### config.mk
export PLATFORM = sky130hd
export DESIGN_NAME = dmva_ctrl
export DESIGN_NICKNAME = d
export VERILOG_FILES = /design/src/hw/rtl/dmva_pkg.sv /design/src/hw/rtl/dmva_ctrl.sv
export SDC_FILE = /design/constraint.sdc
export NUM_CORES = 1
export LEC_CHECK = 0
export ABC_AREA = 1
export CAP_MARGIN = 10
export CORE_AREA = 2 2 39 41
export DETAILED_ROUTE_END_ITERATION = 10
export DIE_AREA = 0 0 41 43
export DONT_BUFFER_PORTS = 1
export SLEW_MARGIN = 20
export SYNTH_ARGS = -nofsm -noshare
export SYNTH_HDL_FRONTEND = slang
export SYNTH_SLANG_ARGS = --single-unit
### constraint.sdc
create_clock -name i_clk -period 1.1 [get_ports i_clk]
set_input_delay 0.11 -clock i_clk [delete_from_list [all_inputs] [get_ports i_clk]]
set_output_delay 0.11 -clock i_clk [all_outputs]
set_load 0.05 [all_outputs]
### src/hw/rtl/dmva_pkg.sv
// ----------------------------------------------------------------------------
// dmva_pkg
// Shared types and constants for the dual matrix-vector accumulator:
// request and result payloads, op codes, controller states and the
// command/status bundles between controller and datapath.
// ----------------------------------------------------------------------------
package dmva_pkg;

    // default vector length and memory depth
    localparam int unsigned MAX_DIM_DEFAULT = 64;

    // field widths
    localparam int unsigned OP_W    = 2;
    localparam int unsigned IDX_W   = 6;
    localparam int unsigned DATA_W  = 32;
    localparam int unsigned DIM_W   = 7;
    localparam int unsigned PROD_W  = 64;

    // dimension register value after reset
    localparam logic [DIM_W-1:0] DIM_RESET = 7'd64;

    // op codes, code three is unused
    localparam logic [OP_W-1:0] OP_LOAD   = 2'd0;
    localparam logic [OP_W-1:0] OP_MATRIX = 2'd1;
    localparam logic [OP_W-1:0] OP_READ   = 2'd2;

    // request payload
    typedef struct packed {
        logic [OP_W-1:0]          op;
        logic [IDX_W-1:0]         row_index;
        logic [IDX_W-1:0]         col_index;
        logic signed [DATA_W-1:0] matrix_value;
        logic signed [DATA_W-1:0] x_value;
        logic signed [DATA_W-1:0] y_value;
        logic signed [DATA_W-1:0] z_value;
    } t_in_item;

    // result payload
    typedef struct packed {
        logic signed [DATA_W-1:0] y_result;
        logic signed [DATA_W-1:0] z_result;
        logic                     saturated_flag;
        logic                     bad_index_flag;
    } t_out_item;

    // controller states
    typedef enum logic [2:0] {
        S_IDLE,
        S_WRITE,
        S_FETCH,
        S_MULT,
        S_ACCUM,
        S_RESULT
    } t_state;

    // controller to datapath
    typedef struct packed {
        logic capture;
        logic write_load;
        logic mult;
        logic accum;
        logic result;
    } t_cmd;

    // datapath to controller
    typedef struct packed {
        logic in_load;
        logic in_matrix;
        logic in_read;
        logic in_ok;
        logic held_matrix;
    } t_status;

endpackage

### src/hw/rtl/dmva_ctrl.sv
// ----------------------------------------------------------------------------
// dmva_ctrl
// Sequencer for one request at a time: load write, matrix fetch/multiply/
// accumulate, or read fetch and result strobe.
// ----------------------------------------------------------------------------
module dmva_ctrl
    import dmva_pkg::*;
(
    input  logic    i_clk,
    input  logic    i_rst_n,
    input  logic    start,
    input  t_status i_status,
    output logic    busy,
    output t_cmd    o_cmd
);

    t_state r_state;
    t_state n_state;

    // state register
    always_ff @(posedge i_clk) begin
        if (!i_rst_n) begin
            r_state <= S_IDLE;
        end else begin
            r_state <= n_state;
        end
    end

    // next state
    always_comb begin
        n_state = r_state;
        unique case (r_state)
            S_IDLE: begin
                if (start) begin
                    if (i_status.in_load && i_status.in_ok) begin
                        n_state = S_WRITE;
                    end else if (i_status.in_matrix && i_status.in_ok) begin
                        n_state = S_FETCH;
                    end else if (i_status.in_read) begin
                        n_state = S_FETCH;
                    end
                end
            end
            S_WRITE:  n_state = S_IDLE;
            S_FETCH:  n_state = i_status.held_matrix ? S_MULT : S_RESULT;
            S_MULT:   n_state = S_ACCUM;
            S_ACCUM:  n_state = S_IDLE;
            S_RESULT: n_state = S_IDLE;
            default:  n_state = S_IDLE;
        endcase
    end

    // outputs
    always_comb begin
        o_cmd = '0;
        busy  = 1'b1;
        unique case (r_state)
            S_IDLE: begin
                busy          = 1'b0;
                o_cmd.capture = start;
            end
            S_WRITE:  o_cmd.write_load = 1'b1;
            S_FETCH:  o_cmd = '0;
            S_MULT:   o_cmd.mult = 1'b1;
            S_ACCUM:  o_cmd.accum = 1'b1;
            S_RESULT: o_cmd.result = 1'b1;
            default:  o_cmd = '0;
        endcase
    end

    // multiply always follows the fetch
    a_mult_after_fetch: assert property (@(posedge i_clk) disable iff (!i_rst_n)
        (r_state == S_MULT) |-> ($past(r_state) == S_FETCH))
        else $error("multiply without fetch");

    // accepted read request goes to fetch
    a_read_fetch: assert property (@(posedge i_clk) disable iff (!i_rst_n)
        (start && !busy && i_status.in_read) |=> (r_state == S_FETCH))
        else $error("read request not fetched");

    // accumulate ends the matrix sequence
    a_accum_done: assert property (@(posedge i_clk) disable iff (!i_rst_n)
        (r_state == S_ACCUM) |=> (r_state == S_IDLE))
        else $error("accumulate did not finish");

endmodule

# Yosys cells after proc, flatten, opt, wreduce, memory -nomap -nowiden
# Cells that the tools add are included.
# op_classes
eq_ne,7
n_mux,12
reduce_logical,4
# op_table
op,n
$mux 3,5
$pmux 3 s3,1
$eq 3x2->1 const B,2
$eq 3x3->1 const B,2
$mux 1,6
$ne 4x4->1 const B,1
$eq 3x1->1 const B,1
$logic_not 3->1,1
$logic_and 1x1->1,2
$ne 2x2->1 const B,1
$reduce_and 2->1,1
# word_totals
regBits,3
wordCells,24

# Longest topological paths before layout
# Gate-level depths: netlist of run 1.
# depth
depth_word,5
mapped_depth,7
ltp_nobuf,7

# Worst setup path before layout of run 1
# OpenSTA, ideal clock, no wires.
# synth_path
path_type,reg2out
startpoint,reg r_state[1]
endpoint,out o_cmd[4] (netlist name)
t_arrival_ns,1.535
path_slack_ns,-0.545
stages_incl_launch_ff,4
path_buffers,0
cell_sequence,dfxtp_1 > nor3_1 > inv_1 > nor2_1
# synth_rtl
item,line_no,text
from (decl),dmva_ctrl.sv:17,t_state r_state;
from (signal assigned),dmva_ctrl.sv:25,r_state <= n_state;
to (decl),dmva_ctrl.sv:14,output t_cmd o_cmd

==> results.yml, run 1 <==
run_status:
  status: "finished with violations"
  violations: "setup timing"
routing:
  routed_via_density: 3.94
  drtIter0Drc: 0
  drt_wl_total_um: 627
  route.detailed.drc: 0
  drt_first_pass_iters: 1
  ant_nets: 0
  wl_per_cell_um: 9.50
  via_count: 260
timing:
  setup_tns_ns: -0.472
  fmax_mhz: 834
  fin_crit_ns: 1.20
  slew_violations: 0
  maxSlewHeadroom_pct: 88.6
  rsz0062_at_grt: "true"
  fin_skew_ns: 0.00215
  post-route-period-util_pct: 109
  finalHoldViolCount: 0
  finalWorstSetupSlack_ns: -0.0995
  setup-violations-final: 6
  worstMarginPinSlew_ns: 0.170
layout:
  diodes: 0
  area_growth_pct: 117
  final_cells: 66
  largest-register: "r_state"
  largest_register_ffs: 3
  drive_above_1_share_pct: 64.0
  layout.nets: 59
  fillers: 154
  top_regs: "r_state x3"
die:
  io_pins: 14
  die-area_um2: 1760
  die_x_um: 41
  coreArea_um2: 1380
  die_y_um: 43
  num_rows: 14
  start_util_pct: 15.2
synthesis:
  yosys_warnings: 0
  syn_nets: 44
  ys_async_sr_fraction_pct: 0
  synth_top_area_share_pct: 28.6
  synthCells: 36
  synthDistinctLibCells: 12
  synth_seq_cells: 3
  synth_top_area_cell: "dfxtp_1"
  synth_enable_flop_cells: 0
  ys_seq_area_share_pct: 28.6
  synth_area_per_cell_um2: 5.84
  yosys.cell_count.top_type: "nand2_1"
  synth_commonest_cells: "nand2_1, inv_1, nor2_1, nor3_1, dfxtp_1"
  syn-cell-area_um2: 210
  yosys_most_used_dff: "dfxtp_1"
  synth_area_leaders: "dfxtp_1, nand2_1, nor3_1, inv_1, nor2_1"
critical_path:
  endpoint_kind: "output pin"
  worst_path_max_delay_cell: "dfxtp_2"
  path_max_fanout: 2
  regToRegEndpoint: "r_state[0]"
  rr_startpoint: "r_state[2]"
  worstPathRequired_ns: 0.99
  path_cells: "nor3_4 -> inv_2 -> nor2_4 -> buf_12"
  crit_family: "flip-flops"
  reg2reg_depth: 7
  crit_arrival_ns: 1.09
  critPathMaxStageDelay_ns: 0.33
  cp.buffers_inverters: 2
  r2r_setup_slack_ns: 0.09
  cp-start-kind: "flip-flop"
  worstSetupPathType: "reg2out"
power_and_ir_drop:
  leakage_uw: 0.000202
  p_per_area_nw_per_um2: 1290
  peakVddDrop_v: 0.000492
global_route:
  grt_util_all_layers_pct: 9.43
  grt_pass1_wl_um: 1090
  overflow: 0
  grt_pass1_vias: 296
  grt_max_degree: 7
  antenna_found_initial: 0
clock_tree:
  clock_path_buffers: 2
  clkLatencyLatePin_ns: 0.23
  cts_hold_buf: 0
  clk_pin_slew_ns: 0.03
  cts_tree: "yes"
  clock_sinks: 3
  cts_root_buffer: "clkbuf_4"
  cts_inserted_buffers: 3
  htree_levels: 1
hold_path:
  holdCritPathClass: "in2reg"
  min_path_cells: 2
  hp-start: "i_rst_n"
  min_to: "r_state[1]"
place:
  place.gp.congestion: 0.688
  hpwl_um: 479
  placement.io_buffers: 0
  dp_cells: 61
run:
  maxCapViolations: 0
through the flow:
step	setup WS [ns]	total power [uW]	hold slack (ns)	cell area, um2	utilization, %
after floorplan	-0.145	284	0.261	235	-
after global placement	0.0766	354	0.271	348	25.1
after detailed placement	0.0360	359	0.275	348	25.1
after CTS	-0.105	591	0.0259	433	31.3
after global routing	-0.151	626	0.0382	455	32.9
final	-0.0995	589	0.0350	455	32.9
where the power goes:
part,internal [uW],leakage [uW],switching (uW)
sequential,119,0.0000261,11.9
combinational,100,0.000161,170
clock,136,0.0000150,52.7
total,355,0.000202,234
area by class of cell:
cell class	instances	area, um2	share of cell area, %
Timing Repair Buffer	10	115	25.3
Tap cell	16	20.0	4.40
Inverter	8	40.0	8.79
Clock buffer	4	26.3	5.77
Multi-Input combinational cell	25	188	41.2
Sequential cell	3	66.3	14.6
kinds of logic after synthesis:
| logic type | share of synthesized area [%] |
|---|---|
| flops | 28.6 |
| buf+inv | 14.3 |
| simple gates | 57.1 |
worst max path at each step:
stage | to | cells past startpoint | from | slack [ns]
2_1_floorplan | o_cmd[4] | 3 | r_state[1] | -0.15
4_1_cts | o_cmd[0] | 4 | r_state[2] | -0.11
5_1_grt | o_cmd[4] | 4 | r_state[1] | -0.15
6_report | o_cmd[4] | 4 | r_state[1] | -0.1
3_3_place_gp | o_cmd[4] | 4 | r_state[2] | 0.08
3_5_place_dp | o_cmd[4] | 4 | r_state[2] | 0.04
routing by layer:
layer,vias up,wire [um],GRT usage [%]
met4,0,0,8.00
li1,137,-,-
met3,0,19,1.57
met5,-,0,0
met1,118,196,7.37
met2,5,411,17.5
repair_timing:
item / in CTS / in global routing
setup endpoints to repair: 6 / 7
pin swaps: 5 / 5
gates resized for setup: 15 / 6
buffers inserted: 1 / 0
layout by cell type (no fill, tap or decap), drive strengths merged:
| master | instances |
|---|---|
| buf | 10 |
| clkbuf | 4 |
| clkinv | 1 |
| dfxtp | 3 |
| inv | 7 |
| nand2 | 11 |
| nand3 | 3 |
| nand4 | 1 |
| nor2 | 6 |
| nor3 | 4 |
No activity file was read; power rests on OpenSTA's default activity.
==> inputs of run 2 (changes only) <==
--- a/config.mk
+++ b/config.mk
@@ -11,6 +11,7 @@
 export DETAILED_ROUTE_END_ITERATION = 10
 export DIE_AREA = 0 0 41 43
 export DONT_BUFFER_PORTS = 1
+export PLACE_DENSITY_LB_ADDON = 0.25
 export SLEW_MARGIN = 20
 export SYNTH_ARGS = -nofsm -noshare
 export SYNTH_HDL_FRONTEND = slang
==> run 2 against run 1 <==
Against the previous run: the flow still finishes with violations (setup timing); critical path type unchanged; first-iteration DRC count rose by 2; largest power group unchanged; hold slack got worse by 0.0066 ns; register-to-register slack got worse by 0.02 ns; maximum frequency rose by 1.5%.
==> results.yml, run 2 (synthesized netlist as in run 1, its figures left out) <==
run_status:
  status: "finished with violations"
  violations: "setup timing"
global_route:
  grt_max_degree: 7
  use_met3_pct: 1.57
  grtUsageMet1_pct: 8.06
  grt_util_met2_pct: 15.0
  overflow: 0
  grt_util_all_layers_pct: 9.15
  grt_busiest_layer: "met2"
  grt_pass1_vias: 270
  antenna_found_initial: 0
  grt_pass1_wl_um: 1030
critical_path:
  path_max_fanout: 2
  worstPathRequired_ns: 0.99
  rr_startpoint: "r_state[2]"
  worstSetupPathType: "reg2out"
  reg2reg_depth: 9
  r2r_setup_slack_ns: 0.07
  endpoint_kind: "output pin"
  regToRegEndpoint: "r_state[1]"
  cp-start-kind: "flip-flop"
  crit_arrival_ns: 1.07
power_and_ir_drop:
  p_int_uw: 374
  leakage_uw: 0.000214
  peakVddDrop_v: 0.000433
  p_switching_uw: 238
  p_per_area_nw_per_um2: 1290
  fin_total_pwr_uw: 612
  p_comb_share_pct: 47.0
  pwr-share-seq_pct: 21.6
  clock_power_share_pct: 31.4
  switching_share_pct: 38.9
clock_tree:
  cts_root_buffer: "clkbuf_4"
  clkLatencyLatePin_ns: 0.23
  clock_sinks: 3
  cts_inserted_buffers: 3
  clk_pin_slew_ns: 0.03
  htree_levels: 1
  cts_tree: "yes"
  clock_path_buffers: 2
routing:
  route.detailed.drc: 0
  via_count: 275
  drtIter0Drc: 2
  wl_per_cell_um: 8.66
  routed_via_density: 4.10
  drt_first_pass_iters: 2
  drt_wl_total_um: 580
  ant_nets: 0
timing:
  fmax_mhz: 847
  slew_violations: 0
  maxSlewHeadroom_pct: 90.0
  worstMarginPinSlew_ns: 0.150
  fin_crit_ns: 1.18
  setup_tns_ns: -0.316
  rsz0062_at_grt: "true"
  post-route-period-util_pct: 107
  fin_skew_ns: 0.00174
  setup-violations-final: 5
  hold_slack_ns: 0.0285
  finalWorstSetupSlack_ns: -0.0813
  finalHoldViolCount: 0
die:
  start_util_pct: 15.2
  die_y_um: 43
  num_rows: 14
  die-area_um2: 1760
  die_x_um: 41
  io_pins: 14
  coreArea_um2: 1380
run:
  maxCapViolations: 0
place:
  hpwl_um: 457
  place.gp.congestion: 0.673
  postPlaceCellArea_um2: 348
  placement.io_buffers: 0
  dpl_worst_slack_ns: 0.0488
layout:
  final_cell_mix: "nand2_1, buf_6, nor3_4, nor2_2, clkbuf_4"
  drive_above_1_share_pct: 66.7
  layout.nets: 60
  fillers: 160
  design_area_um2: 474
  mostFrequentLayoutCell: "nand2_1"
  diodes: 0
  area_growth_pct: 126
  largest-register: "r_state"
  top_regs: "r_state x3"
  largest_register_ffs: 3
hold_path:
  min_path_cells: 2
  min_to: "r_state[1]"
  holdCritPathClass: "in2reg"
  hp-start: "i_rst_n"
## run 2: cell count changes in the layout (fill, tap and decap cells not counted), sizes merged
| cell | delta |
|---|---|
| buf | +1 |
## run 2: critical path, stage by stage, from the launching register on
cell,delay [ns]
dfxtp_2,0.33
nor3_4,0.19
inv_2,0.08
nor2_4,0.10
buf_12,0.14
## run 2: worst max path at each step
| stage | startpoint | to | slack, ns | cells past startpoint |
|---|---|---|---|---|
| 2_1_floorplan | r_state[1] | o_cmd[4] | -0.15 | 3 |
| 3_3_place_gp | r_state[2] | o_cmd[4] | 0.06 | 4 |
| 3_5_place_dp | r_state[2] | o_cmd[4] | 0.05 | 4 |
| 4_1_cts | r_state[2] | o_cmd[0] | -0.10 | 4 |
| 5_1_grt | r_state[1] | o_cmd[4] | -0.14 | 4 |
| 6_report | r_state[1] | o_cmd[4] | -0.08 | 4 |
## run 2: area by class of cell
| class | instances | area, um2 | area share [%] |
|---|---|---|---|
| Multi-Input combinational cell | 25 | 181 | 38.3 |
| Timing Repair Buffer | 11 | 138 | 29.0 |
| Sequential cell | 3 | 66.3 | 14.0 |
| Inverter | 8 | 42.5 | 8.97 |
| Clock buffer | 4 | 26.3 | 5.54 |
| Tap cell | 16 | 20.0 | 4.22 |
## run 2: routing by layer
metal	up-vias	share of wire [%]
met1	126	34
met5	-	0
met3	2	3.4
met4	0	3.3
met2	7	59
li1	140	-
## run 2: stage by stage
step	std cells	utilization [%]
finish	67	34.3
global route	67	34.3
CTS	65	31.1
detailed placement	61	25.1
global placement	61	25.1
floorplan	36	-
## run 2: power by group through the flow
stage          clock [uW]  combinational [uW]  sequential (uW)
6_report              192                 287              132
5_1_grt               215                 310              134
4_1_cts               202                 261              131
3_5_place_dp            0                 233              126
3_3_place_gp            0                 231              126
2_1_floorplan           0                 152              132
## run 2: what timing repair did
| action | CTS | global route |
|---|---|---|
| setup buffers | 0 | 2 |
| endpoints found under the setup margin | 6 | 7 |
| hold buffers | 0 | 0 |
| pin swaps | 3 | 4 |
| gates cloned | 0 | 0 |
| gates resized for setup | 16 | 10 |
